File: config.mk
export PLATFORM = sky130hd
export DESIGN_NAME = two_class_age_ordered_fifo_core
export DESIGN_NICKNAME = d
export VERILOG_FILES = /design/src/hdl/tcfifo_pkg.sv /design/src/hdl/two_class_age_ordered_fifo_core.sv /design/src/hdl/tcfifo_ram.sv /design/src/hdl/tcfifo_queue.sv
export SDC_FILE = /design/constraint.sdc
export NUM_CORES = 1
export LEC_CHECK = 0
export ABC_AREA = 1
export BUFFER_PORTS_ARGS = -buffer_cell sky130_fd_sc_hd__buf_2
export CELL_PAD_IN_SITES_DETAIL_PLACEMENT = 0
export CELL_PAD_IN_SITES_GLOBAL_PLACEMENT = 2
export CORE_ASPECT_RATIO = 0.75
export CORE_MARGIN = 2
export CORE_UTILIZATION = 42
export DETAILED_ROUTE_END_ITERATION = 6
export GPL_ROUTABILITY_DRIVEN = 0
export PLACE_DENSITY = 0.88
export SLEW_MARGIN = 25
export SYNTH_ARGS = -nofsm -noshare
export SYNTH_HDL_FRONTEND = slang
export SYNTH_SLANG_ARGS = --single-unit
File: constraint.sdc
create_clock -name clk -period 4.76 [get_ports clk]
set_clock_uncertainty 0.1 [all_clocks]
set_input_delay 0.476 -clock clk [delete_from_list [all_inputs] [get_ports clk]]
set_output_delay 0.476 -clock clk [all_outputs]
set_load 0.05 [all_outputs]
File: src/hdl/tcfifo_pkg.sv
// ---------------------------------------------------------------------------
// tcfifo_pkg
// Shared types and constants for the two-class oldest-first queue.
// ---------------------------------------------------------------------------
package tcfifo_pkg;

  localparam int QUEUE_DEPTH_DEF = 16;
  localparam int ID_W_DEF        = 16;
  localparam int STAMP_W         = 6;

  typedef enum logic [1:0] {
    OP_ENQ     = 2'd0,
    OP_DEQ_ANY = 2'd1,
    OP_DEQ_C1  = 2'd2,
    OP_DEQ_C0  = 2'd3
  } op_t;

  typedef enum logic [1:0] {
    ST_ENQUEUED  = 2'd0,
    ST_DELIVERED = 2'd1,
    ST_EMPTY     = 2'd2,
    ST_DROPPED   = 2'd3
  } status_t;

  typedef struct packed {
    logic empty;
    logic full;
  } q_status_t;

endpackage

File: src/hdl/two_class_age_ordered_fifo_core.sv
// ---------------------------------------------------------------------------
// two_class_age_ordered_fifo_core
// Two class queues with oldest-first service across classes.
// ---------------------------------------------------------------------------
// Usage:
//   Input channel (in_valid/in_ready) carries one command word: enqueue,
//   dequeue oldest of either class, dequeue class 1 or dequeue class 0.
//   Result channel (out_valid/out_ready) returns exactly one word per
//   command: status, delivered identifier and its class.
//   Each enqueued word is tagged with a 6-bit arrival stamp; an "any"
//   dequeue compares the two head stamps modulo 64.
//   A command accepted into the input register is executed from there; its
//   result is written into the result register, which drives the result port.
//   Throughput: one command per cycle while results are taken; the head
//   of each queue is read ahead from its RAM so back-to-back pops never wait.
//   A stalled receiver holds the result register; one more command waits
//   in the input register, then in_ready drops until out_ready returns.
//   Reset (rst_n low, synchronous) empties both queues and clears the
//   stamp; RAM contents are not cleared and need no clearing pass.
// ---------------------------------------------------------------------------
module two_class_age_ordered_fifo_core #(
  parameter int QUEUE_DEPTH = tcfifo_pkg::QUEUE_DEPTH_DEF,
  parameter int ID_WIDTH    = tcfifo_pkg::ID_W_DEF
) (
  input  logic                clk,
  input  logic                rst_n,
  input  logic                in_valid,
  output logic                in_ready,
  input  logic [1:0]          in_operation,
  input  logic [ID_WIDTH-1:0] in_item_id,
  input  logic                in_item_class,
  output logic                out_valid,
  input  logic                out_ready,
  output logic [1:0]          out_status,
  output logic [ID_WIDTH-1:0] out_id,
  output logic                out_class
);
  import tcfifo_pkg::*;

  localparam int ENTRY_W = STAMP_W + ID_WIDTH;

  // input register
  logic                in_valid_r;
  op_t                 op_r;
  logic [ID_WIDTH-1:0] item_id_r;
  logic                item_class_r;

  // result register
  logic                out_valid_r;
  status_t             status_r, status_nxt;
  logic [ID_WIDTH-1:0] out_id_r, out_id_nxt;
  logic                out_class_r, out_class_nxt;

  logic [STAMP_W-1:0]  stamp_r, stamp_nxt;
  logic                adv;

  // queue interface
  logic               push0, push1, pop0, pop1;
  logic [ENTRY_W-1:0] push_data;
  logic [ENTRY_W-1:0] head0, head1;
  q_status_t          qs0, qs1;

  logic [STAMP_W-1:0] stamp_diff;
  logic               older0;
  logic               sel_cls;
  logic               deq;

  assign adv      = in_valid_r && (!out_valid_r || out_ready);
  assign in_ready = !in_valid_r || adv;

  always_ff @(posedge clk) begin
    if (!rst_n) begin
      in_valid_r <= 1'b0;
    end else if (in_ready) begin
      in_valid_r <= in_valid;
    end
  end

  always_ff @(posedge clk) begin
    if (in_ready) begin
      op_r         <= op_t'(in_operation);
      item_id_r    <= in_item_id;
      item_class_r <= in_item_class;
    end
  end

  // wrap-aware age compare of the two heads
  assign stamp_diff = head0[ID_WIDTH +: STAMP_W] - head1[ID_WIDTH +: STAMP_W];
  assign older0     = stamp_diff[STAMP_W-1];
  assign push_data  = {stamp_r, item_id_r};

  // command execution
  always_comb begin
    push0         = 1'b0;
    push1         = 1'b0;
    pop0          = 1'b0;
    pop1          = 1'b0;
    deq           = 1'b0;
    sel_cls       = 1'b0;
    stamp_nxt     = stamp_r;
    status_nxt    = ST_EMPTY;
    out_id_nxt    = '0;
    out_class_nxt = 1'b0;
    case (op_r)
      OP_ENQ: begin
        if (item_class_r ? qs1.full : qs0.full) begin
          status_nxt = ST_DROPPED;
        end else begin
          push0      = adv && !item_class_r;
          push1      = adv && item_class_r;
          stamp_nxt  = stamp_r + 1'b1;
          status_nxt = ST_ENQUEUED;
        end
      end
      OP_DEQ_ANY: begin
        deq = 1'b1;
        if (!qs0.empty && !qs1.empty) begin
          sel_cls = !older0;
        end else begin
          sel_cls = qs0.empty;
        end
      end
      OP_DEQ_C1: begin
        deq     = 1'b1;
        sel_cls = 1'b1;
      end
      OP_DEQ_C0: begin
        deq     = 1'b1;
        sel_cls = 1'b0;
      end
      default: begin
        deq = 1'b0;
      end
    endcase
    // shared delivery path
    if (deq && !(sel_cls ? qs1.empty : qs0.empty)) begin
      pop0          = adv && !sel_cls;
      pop1          = adv && sel_cls;
      status_nxt    = ST_DELIVERED;
      out_id_nxt    = sel_cls ? head1[ID_WIDTH-1:0] : head0[ID_WIDTH-1:0];
      out_class_nxt = sel_cls;
    end
  end

  always_ff @(posedge clk) begin
    if (!rst_n) begin
      stamp_r     <= '0;
      out_valid_r <= 1'b0;
    end else if (adv) begin
      stamp_r     <= stamp_nxt;
      out_valid_r <= 1'b1;
    end else if (out_ready) begin
      out_valid_r <= 1'b0;
    end
  end

  always_ff @(posedge clk) begin
    if (adv) begin
      status_r    <= status_nxt;
      out_id_r    <= out_id_nxt;
      out_class_r <= out_class_nxt;
    end
  end

  tcfifo_queue #(
    .DEPTH (QUEUE_DEPTH),
    .WIDTH (ENTRY_W)
  ) u_queue0 (
    .clk       (clk),
    .rst_n     (rst_n),
    .push      (push0),
    .push_data (push_data),
    .pop       (pop0),
    .head_data (head0),
    .status    (qs0)
  );

  tcfifo_queue #(
    .DEPTH (QUEUE_DEPTH),
    .WIDTH (ENTRY_W)
  ) u_queue1 (
    .clk       (clk),
    .rst_n     (rst_n),
    .push      (push1),
    .push_data (push_data),
    .pop       (pop1),
    .head_data (head1),
    .status    (qs1)
  );

  assign out_valid  = out_valid_r;
  assign out_status = status_r;
  assign out_id     = out_id_r;
  assign out_class  = out_class_r;

`ifndef ASSERT_OFF
  // the stamp moves only on an enqueue that was stored
  a_stamp_step: assert property (@(posedge clk) disable iff (!rst_n)
    (adv && (push0 || push1)) |=> (stamp_r == $past(stamp_r) + 1'b1))
    else $error("arrival stamp did not advance on a stored enqueue");

  a_stamp_hold: assert property (@(posedge clk) disable iff (!rst_n)
    (!(adv && (push0 || push1))) |=> $stable(stamp_r))
    else $error("arrival stamp changed without a stored enqueue");

  // only delivered words carry an identifier and class
  a_idle_fields: assert property (@(posedge clk) disable iff (!rst_n)
    (out_valid_r && (status_r != ST_DELIVERED)) |-> (out_id_r == '0 && !out_class_r))
    else $error("non-delivery result carries payload");

  // at most one queue changes per command
  a_one_queue: assert property (@(posedge clk) disable iff (!rst_n)
    $countones({push0, push1, pop0, pop1}) <= 1)
    else $error("more than one queue operation in one cycle");
`endif

endmodule

File: src/hdl/tcfifo_ram.sv
// ---------------------------------------------------------------------------
// tcfifo_ram
// Generic single-write, single-read RAM with registered read data.
// ---------------------------------------------------------------------------
module tcfifo_ram #(
  parameter int WIDTH = 8,
  parameter int DEPTH = 16
) (
  input  logic                     clk,
  input  logic                     we,
  input  logic [$clog2(DEPTH)-1:0] waddr,
  input  logic [WIDTH-1:0]         wdata,
  input  logic [$clog2(DEPTH)-1:0] raddr,
  output logic [WIDTH-1:0]         rdata
);

  logic [WIDTH-1:0] mem [DEPTH];
  logic [WIDTH-1:0] rdata_r;

  // write port and registered read port
  always_ff @(posedge clk) begin
    if (we) begin
      mem[waddr] <= wdata;
    end
    rdata_r <= mem[raddr];
  end

  assign rdata = rdata_r;

endmodule

File: src/hdl/tcfifo_queue.sv
// ---------------------------------------------------------------------------
// tcfifo_queue
// One class queue: RAM storage, head/tail pointers, count and a head word
// from the read port (read-ahead on the next head) or the bypass register.
// ---------------------------------------------------------------------------
module tcfifo_queue #(
  parameter int DEPTH  = 16,
  parameter int WIDTH  = 22
) (
  input  logic                  clk,
  input  logic                  rst_n,
  input  logic                  push,
  input  logic [WIDTH-1:0]      push_data,
  input  logic                  pop,
  output logic [WIDTH-1:0]      head_data,
  output tcfifo_pkg::q_status_t status
);
  import tcfifo_pkg::*;

  localparam int PTR_W = $clog2(DEPTH);
  localparam int CNT_W = $clog2(DEPTH + 1);

  logic [PTR_W-1:0] head_r, head_nxt;
  logic [PTR_W-1:0] tail_r, tail_nxt;
  logic [CNT_W-1:0] count_r, count_nxt;
  logic             byp_valid_r;
  logic [WIDTH-1:0] byp_data_r;
  logic [WIDTH-1:0] ram_rdata;

  function automatic logic [PTR_W-1:0] next_slot(input logic [PTR_W-1:0] p);
    next_slot = (p == PTR_W'(DEPTH - 1)) ? '0 : p + 1'b1;
  endfunction

  // pointer and count update
  always_comb begin
    head_nxt  = pop  ? next_slot(head_r) : head_r;
    tail_nxt  = push ? next_slot(tail_r) : tail_r;
    count_nxt = count_r;
    if (push) begin
      count_nxt = count_r + 1'b1;
    end else if (pop) begin
      count_nxt = count_r - 1'b1;
    end
  end

  always_ff @(posedge clk) begin
    if (!rst_n) begin
      head_r      <= '0;
      tail_r      <= '0;
      count_r     <= '0;
      byp_valid_r <= 1'b0;
    end else begin
      head_r      <= head_nxt;
      tail_r      <= tail_nxt;
      count_r     <= count_nxt;
      byp_valid_r <= push && (tail_r == head_nxt);
    end
  end

  // write into the slot the head reads next: forward the word
  always_ff @(posedge clk) begin
    byp_data_r <= push_data;
  end

  tcfifo_ram #(
    .WIDTH (WIDTH),
    .DEPTH (DEPTH)
  ) u_ram (
    .clk   (clk),
    .we    (push),
    .waddr (tail_r),
    .wdata (push_data),
    .raddr (head_nxt),
    .rdata (ram_rdata)
  );

  assign head_data    = byp_valid_r ? byp_data_r : ram_rdata;
  assign status.empty = (count_r == '0);
  assign status.full  = (count_r == CNT_W'(DEPTH));

endmodule

==> run_results.csv, run 1 <==
group,metric,value,unit
clock_network,ctsResizeCount,0,
synth,synth_area,36200,sq um
routing,avgViaCountPerCell,5.10,
synth,synthDistinctLibCells,38,
sta,tightest_slew,995,ps
clock_network,cts_inserted_buffers,86,
global_routing,grt.overflow.total,0,
synth,synth_commonest_cells,"edfxtp_1 (742), nand3_1 (714), nand2_1 (695), inv_1 (681), dfxtp_1 (102)",
setup_path,cp.arrival,4580,ps
die,rows,93,
routing,postRouteAntennaNets,0,
layout,multi_input_area,8660,sq um
synth,synthTopCellsByArea,"edfxtp_1 (62%), nand3_1 (9.9%), nand2_1 (7.2%), inv_1 (7.1%), dfxtp_1 (5.6%)",
die,start_util,42.3,%
clock_network,ctsRootBufferMaster,"clkbuf_16",
sta,setup_tns,0,ps
die,die_w,343,um
sta,setup_ws,622,ps
sta,hold_ws,167,ps
synth,synthCells,3463,
place,placed_cells,4584,
synth,synth_edf_count,742,
setup_path,critical_path_class,"flop to flop",
worst_hold_path,hp-class,"input port to flop",
routing,num_vias,24300,
place,io_buffer_count,43,
clock_network,worst_skew_pair.late_latency,650,ps
sta,period_needed,4140,ps
routing,wl_per_cell,21.5,um
global_routing,grt_first_pass_wirelength,152000,um
setup_path,crit_slowest_cell,"clkinv_2",
setup_path,r2r_cells,23,
synth,synth_xor_area_share,0.169,%
pwr,p_leak,0.0170,uW
global_routing,grtUsageTotal,23.1,%
global_routing,use_met1,37.1,%
synth,synth_ff_type,"edfxtp_1",
routing,totalWireLength,102000,um
synth,synth_adder_area_share,0.974,%
setup_path,crit_path_cell_trace,"inv_1, o21ai_0, ha_1, a21o_1, nor2_1, nand2_1, nand2_1, nand3_1, nand2_1, nand2_1, nand2_1, nand2_2, a21oi_4, nand2_2, inv_1, nand2_1, nand2_4, clkinv_2, buf_12, nand3_1, nand3_1, nand3_1, nand2_1",
synth,yosys_warnings,0,
synth,seq_area_frac_synth,67.2,%
routing,drt_iter0_drc,2847,
clock_network,clkTransAtPathRegs,60,ps
synth,avgSynthCellArea,10.5,sq um
layout,drive_gt1_share,10.1,%
synth,synth_top_family_by_area,"simple AND/OR/NAND/NOR gates",
sta,final-max-slew-violation-count,0,
die,die_area,88600,sq um
global_routing,antenna_found_initial,6,
global_routing,grt_max_degree,77,
setup_path,critical_path.most_common_cell,"nand2_1",
setup_path,crit_fanout,54,
sta,fmaxAchievable,242,MHz
synth,synth_compound_area_share,1.83,%
clock_network,clk_path_buf_depth,3,
layout,fin_util,48.1,%
layout,num-fill-cells,7874,
layout,area_delta_synth_final,13.8,%
clock_network,h-tree-depth,3,
synth,async_flop_share,0,%
synth,yosys.area_share.simple,20.6,%
worst_hold_path,min_path_cells,3,
synth,synth_seq_cells,844,
sta,period_share,86.9,%
global_routing,grt_use_met3,4.76,%
die,chipHeight,258,um
place,dp_slack,666,ps
global_routing,grt_pass1_vias,22900,
setup_path,cp_data_required_time,5200,ps
die,placeableCoreArea,85600,sq um
setup_path,endpoint_kind,"flop",
routing,drc_errors,0,
global_routing,grt.busiest_layer,"met1",
run_status,status,"complete, no violations",
synth,yosys.area.top_type,"edfxtp_1",
layout,fin_nets,3603,
sta,rsz0062_at_grt,"no",
die,io_pins,44,
setup_path,max_stage_delay,330,ps
synth,synth_nets,3513,
clock_network,cts_tree,"built",
setup_path,startpoint_type,"flop",
pwr,ir_worst_vdd,0.000257,V
sta,hold_viol_final,0,
sta,relSlewSlack,33.6,%
run,max_cap_viol_count,0,
routing,first_pass_iters,5,
place,dp_hpwl,57400,um
layout,stdcell_count,4764,
clock_network,cts_hold_buf,21,
global_routing,use_met2,31.4,%
synth,synth_most_common_cell,"edfxtp_1",
clock_network,post_cts_buffers,0,
sta,setup_viol,0,
synth,synth_top_area_share,61.5,%
clock_network,cts.sinks,844,
synth,muxShareOfSynthArea,0,%
pwr,power_density,387,nW/um^2
layout,regArea,24300,sq um
where the power goes:
group	switching, uW	internal (uW)
clock network	2890	3900
logic	730	262
registers	54.4	8120
sequential cells by signal, summed over array words and instances, names as in the netlist, 5 cells and up:
register,count
u_queue0.count_r,5
item_id_r,16
stamp_r,6
u_queue1.u_ram.mem,352
u_queue1.count_r,5
u_queue0.u_ram.rdata,22
out_id,16
u_queue1.u_ram.rdata,22
u_queue0.u_ram.mem,352
u_queue1.byp_data_r,22
cells by family (layout without fill, tap and decap cells):
kind of cell,Yosys count,after routing
buffers and inverters,856,1016
DFF,844,844
xor gates and xnor gates,7,7
adders and majority gates,27,27
AOI/OAI and AO/OA,107,107
and+or+nand+nor,1622,1622
other,0,1
path summary, 6_finish.rpt:
| kind | from | end | slack, ps |
|---|---|---|---|
| min reg2reg | stamp_r[5] | stamp_r[5] | 370 |
| max | u_queue0.byp_valid_r | u_queue0.u_ram.rdata[21] | 620 |
| max reg2reg | u_queue0.byp_valid_r | u_queue0.u_ram.rdata[21] | 620 |
| min | rst_n | u_queue0.count_r[1] | 170 |
layout make-up:
cell class	instances	share of cell area, %
Sequential cell	844	59.0
Multi-Input combinational cell	1763	21.0
Inverter	687	6.26
Clock buffer	112	5.65
Tap cell	1140	3.46
Timing Repair Buffer	171	3.41
Clock inverter	46	1.19
Antenna cell	1	0.00607
cells in the final DEF, fill, tap and decap left out, drive strengths merged, types with 2 or more instances in the layout:
cell,n
inv,688
nand3b,83
o211ai,32
fa,2
bufinv,8
dfxtp,102
nand4,4
clkbuf,112
a211oi,3
xor2,4
o21ai,27
nor3,5
clkinvlp,4
xnor2,3
nand2,701
ha,25
nor4,4
buf,150
or2,32
o21a,2
nor2,77
clkinv,33
edfxtp,742
a21oi,37
o22ai,3
nand3,715
dlygate4sd3,21
stage by stage:
| stage | total power [uW] | instance area, sq um |
|---|---|---|
| 6_report | 16000 | 41200 |
| 3_3_place_gp | 9290 | 38200 |
| 2_1_floorplan | 8900 | 36200 |
| 4_1_cts | 16100 | 41200 |
| 3_5_place_dp | 9290 | 38200 |
| 5_1_grt | 16400 | 41200 |
metal layers:
| layer | up-vias | share of wire (%) |
|---|---|---|
| met1 | 11700 | 48 |
| met2 | 952 | 41 |
| li1 | 11600 | - |
| met3 | 114 | 9.2 |
| met5 | - | 0 |
| met4 | 0 | 2.0 |
critical path, delay by kind of cell, from the launching register on:
family	cells	cell delay (ps)
AOI/OAI and AO/OA	3	550
DFF	1	310
and+or+nand+nor	15	1690
adders and majority gates	1	300
buffers and inverters	4	1000
Power figures use the tool's default switching activity.
==> run 2: changes to the inputs <==
Settings changed: ABC_AREA 1 to 0, CORE_UTILIZATION 42 to 46.
==> run_results.csv, run 2 <==
group,metric,value,unit
run_status,status,"complete, no violations",
routing,avgViaCountPerCell,5.75,
die,io_pins,44,
setup_path,r2r_cells,14,
synth,async_flop_share,0,%
sta,setup_tns,0,ps
synth,yosys.area_share.simple,9.06,%
sta,fmaxAchievable,232,MHz
layout,antenna_cells,0,
routing,drc_errors,0,
sta,hold_viol_final,0,
place,postPlaceCellArea,34600,sq um
global_routing,grt.overflow.total,0,
setup_path,critical_path_class,"flop to flop",
setup_path,critPathLaunch,"u_queue0.byp_valid_r",
setup_path,endpoint_kind,"flop",
clock_network,cts_inserted_buffers,80,
die,rows,84,
worst_hold_path,hp-class,"input port to flop",
synth,synth_nets,2306,
layout,final_common_cell,"edfxtp_1",
clock_network,clkTransAtPathRegs,60,ps
routing,wl_per_cell,23.3,um
synth,synthTopCellsByArea,"edfxtp_1 (68%), dfxtp_1 (6.2%), nand2_1 (5.0%), a32oi_1 (2.2%), mux2i_1 (1.8%)",
sta,period_needed,4320,ps
sta,final-max-slew-violation-count,0,
setup_path,cp-endpoint,"u_queue0.u_ram.rdata[7]",
clock_network,h-tree-depth,3,
clock_network,clk_path_buf_depth,3,
synth,synth_seq_cells,844,
layout,regArea,24300,sq um
layout,fin_util,53.6,%
synth,synth_edf_count,742,
setup_path,rr_startpoint,"u_queue0.byp_valid_r",
setup_path,r2r_end,"u_queue0.u_ram.rdata[7]",
setup_path,max_stage_delay,560,ps
run,max_cap_viol_count,0,
routing,drt_iter0_drc,2380,
die,placeableCoreArea,70300,sq um
pwr,power.total,15400,uW
place,io_buffer_count,43,
setup_path,critPathTopFamily,"multiplexers",
sta,tightest_slew,1070,ps
layout,stdcell_area,37700,sq um
worst_hold_path,min_path_cells,3,
global_routing,grt_max_degree,76,
layout,final_cell_mix,"edfxtp_1 (742), nand2_1 (440), a21oi_1 (100), dfxtp_1 (100), a32oi_1 (84)",
layout,largest_registers,"u_queue0.u_ram.mem x352, u_queue1.u_ram.mem x352",
synth,synth_top_area_share,67.9,%
die,chipHeight,235,um
die,die_w,312,um
synth,synth_area,32800,sq um
clock_network,cts.sinks,844,
layout,fin_nets,2411,
pwr,power_density,409,nW/um^2
setup_path,cp.arrival,4720,ps
clock_network,worst_skew_pair.late_latency,640,ps
synth,muxShareOfSynthArea,2.86,%
routing,first_pass_iters,6,
synth,synth_compound_area_share,9.99,%
global_routing,grt_first_pass_wirelength,117000,um
die,die_area,73500,sq um
sta,setup_viol,0,
pwr,p_leak,0.0129,uW
layout,multi_input_area,7950,sq um
synth,synth_most_common_cell,"edfxtp_1",
global_routing,grtUsageTotal,21.1,%
synth,synth_xor_area_share,0.717,%
synth,synthCells,2256,
sta,relSlewSlack,28.5,%
synth,synth_top_family_by_area,"compound AO/OA/AOI/OAI gates",
layout,drive_gt1_share,14.9,%
sta,period_share,90.7,%
place,dp_hpwl,43800,um
synth,yosys_warnings,0,
setup_path,cp_data_required_time,5170,ps
synth,synth_ff_type,"edfxtp_1",
setup_path,reg2reg_slack,440,ps
synth,synthDistinctLibCells,58,
global_routing,antenna_found_initial,2,
synth,synth_commonest_cells,"edfxtp_1 (742), nand2_1 (441), dfxtp_1 (102), a21oi_1 (100), a32oi_1 (84)",
routing,totalWireLength,78600,um
setup_path,crit_fanout,47,
routing,num_vias,19400,
synth,synth_adder_area_share,1.08,%
die,start_util,46.7,%
layout,area_delta_synth_final,14.9,%
setup_path,crit_slowest_cell,"or4_4",
synth,avgSynthCellArea,14.5,sq um
clock_network,post_cts_buffers,0,
synth,seq_area_frac_synth,74.1,%
setup_path,cp.depth,14,
routing,postRouteAntennaNets,0,
clock_network,cts_tree,"built",
clock_network,cts_hold_buf,20,
clock_network,ctsResizeCount,0,
global_routing,grt_pass1_vias,18800,
clock_network,ctsRootBufferMaster,"clkbuf_16",
setup_path,startpoint_type,"flop",
sta,rsz0062_at_grt,"no",
setup_path,crit_buf_inv,2,
layout,num-fill-cells,5570,
pwr,ir_worst_vdd,0.000242,V
synth,yosys.area.top_type,"edfxtp_1",
setup_path,crit_path_cell_trace,"mux2_2, ha_1, a21oi_1, o21ai_0, o211a_1, or4_4, nand2_4, mux2i_4, buf_12, buf_12, mux2i_1, mux2_2, o32ai_1, a221o_1",
-- run 2: layer usage --
layer / GRT usage, % / part of all wire (%) / vias up
li1: - / - / 8790
met1: 32.4 / 46 / 9749
met2: 30.6 / 43 / 740
met3: 4.33 / 8.4 / 119
met4: 5.29 / 2.2 / 0
met5: 0 / 0 / -
-- run 2: final cells by class --
class | instances | area share (%)
timing repair buffer | 164 | 4.02
inverter | 11 | 0.109
multi-input combinational | 1260 | 21.1
sequential | 844 | 64.5
tap | 946 | 3.14
clock inverter | 36 | 1.14
clock buffer | 111 | 6.05
-- run 2: power by group --
part,internal (uW),leakage [uW],total (uW),switching (uW)
Clock,3850,0.00133,6560,2720
Combinational,256,0.00396,682,427
Sequential,8100,0.00764,8180,80.1
Total,12200,0.0129,15400,3220
-- run 2: worst min path at each step --
stage | startpoint | end
5_1_grt | out_ready | out_valid
2_1_floorplan | u_queue0.count_r[3] | u_queue0.count_r[3]
3_3_place_gp | u_queue0.count_r[3] | u_queue0.count_r[3]
4_1_cts | out_ready | out_valid
3_5_place_dp | u_queue0.count_r[3] | u_queue0.count_r[3]
6_report | out_ready | out_valid
-- run 2: cell families (layout without fill, tap and decap cells) --
family                     Yosys count  in the layout
xor gates and xnor gates            26             26
buffers and inverters              152            322
and+or+nand+nor                    675            675
DFF                                844            844
AOI/OAI and AO/OA                  443            443
muxes                               89             89
adders and majority gates           27             27
-- run 2: metrics by stage --
step                setup WS [ps]  cells  hold WS [ps]
finish                        444   3372          96.0
global route                  196   3372          77.9
CTS                           465   3360          55.9
detailed placement            458   3193           405
global placement              550   3189           394
floorplan                     920   2256           363
-- run 2: tightest hold or removal path, stage by stage --
cell and delay, ps:
buf_2 70, nor2b_1 60, o21a_1 160
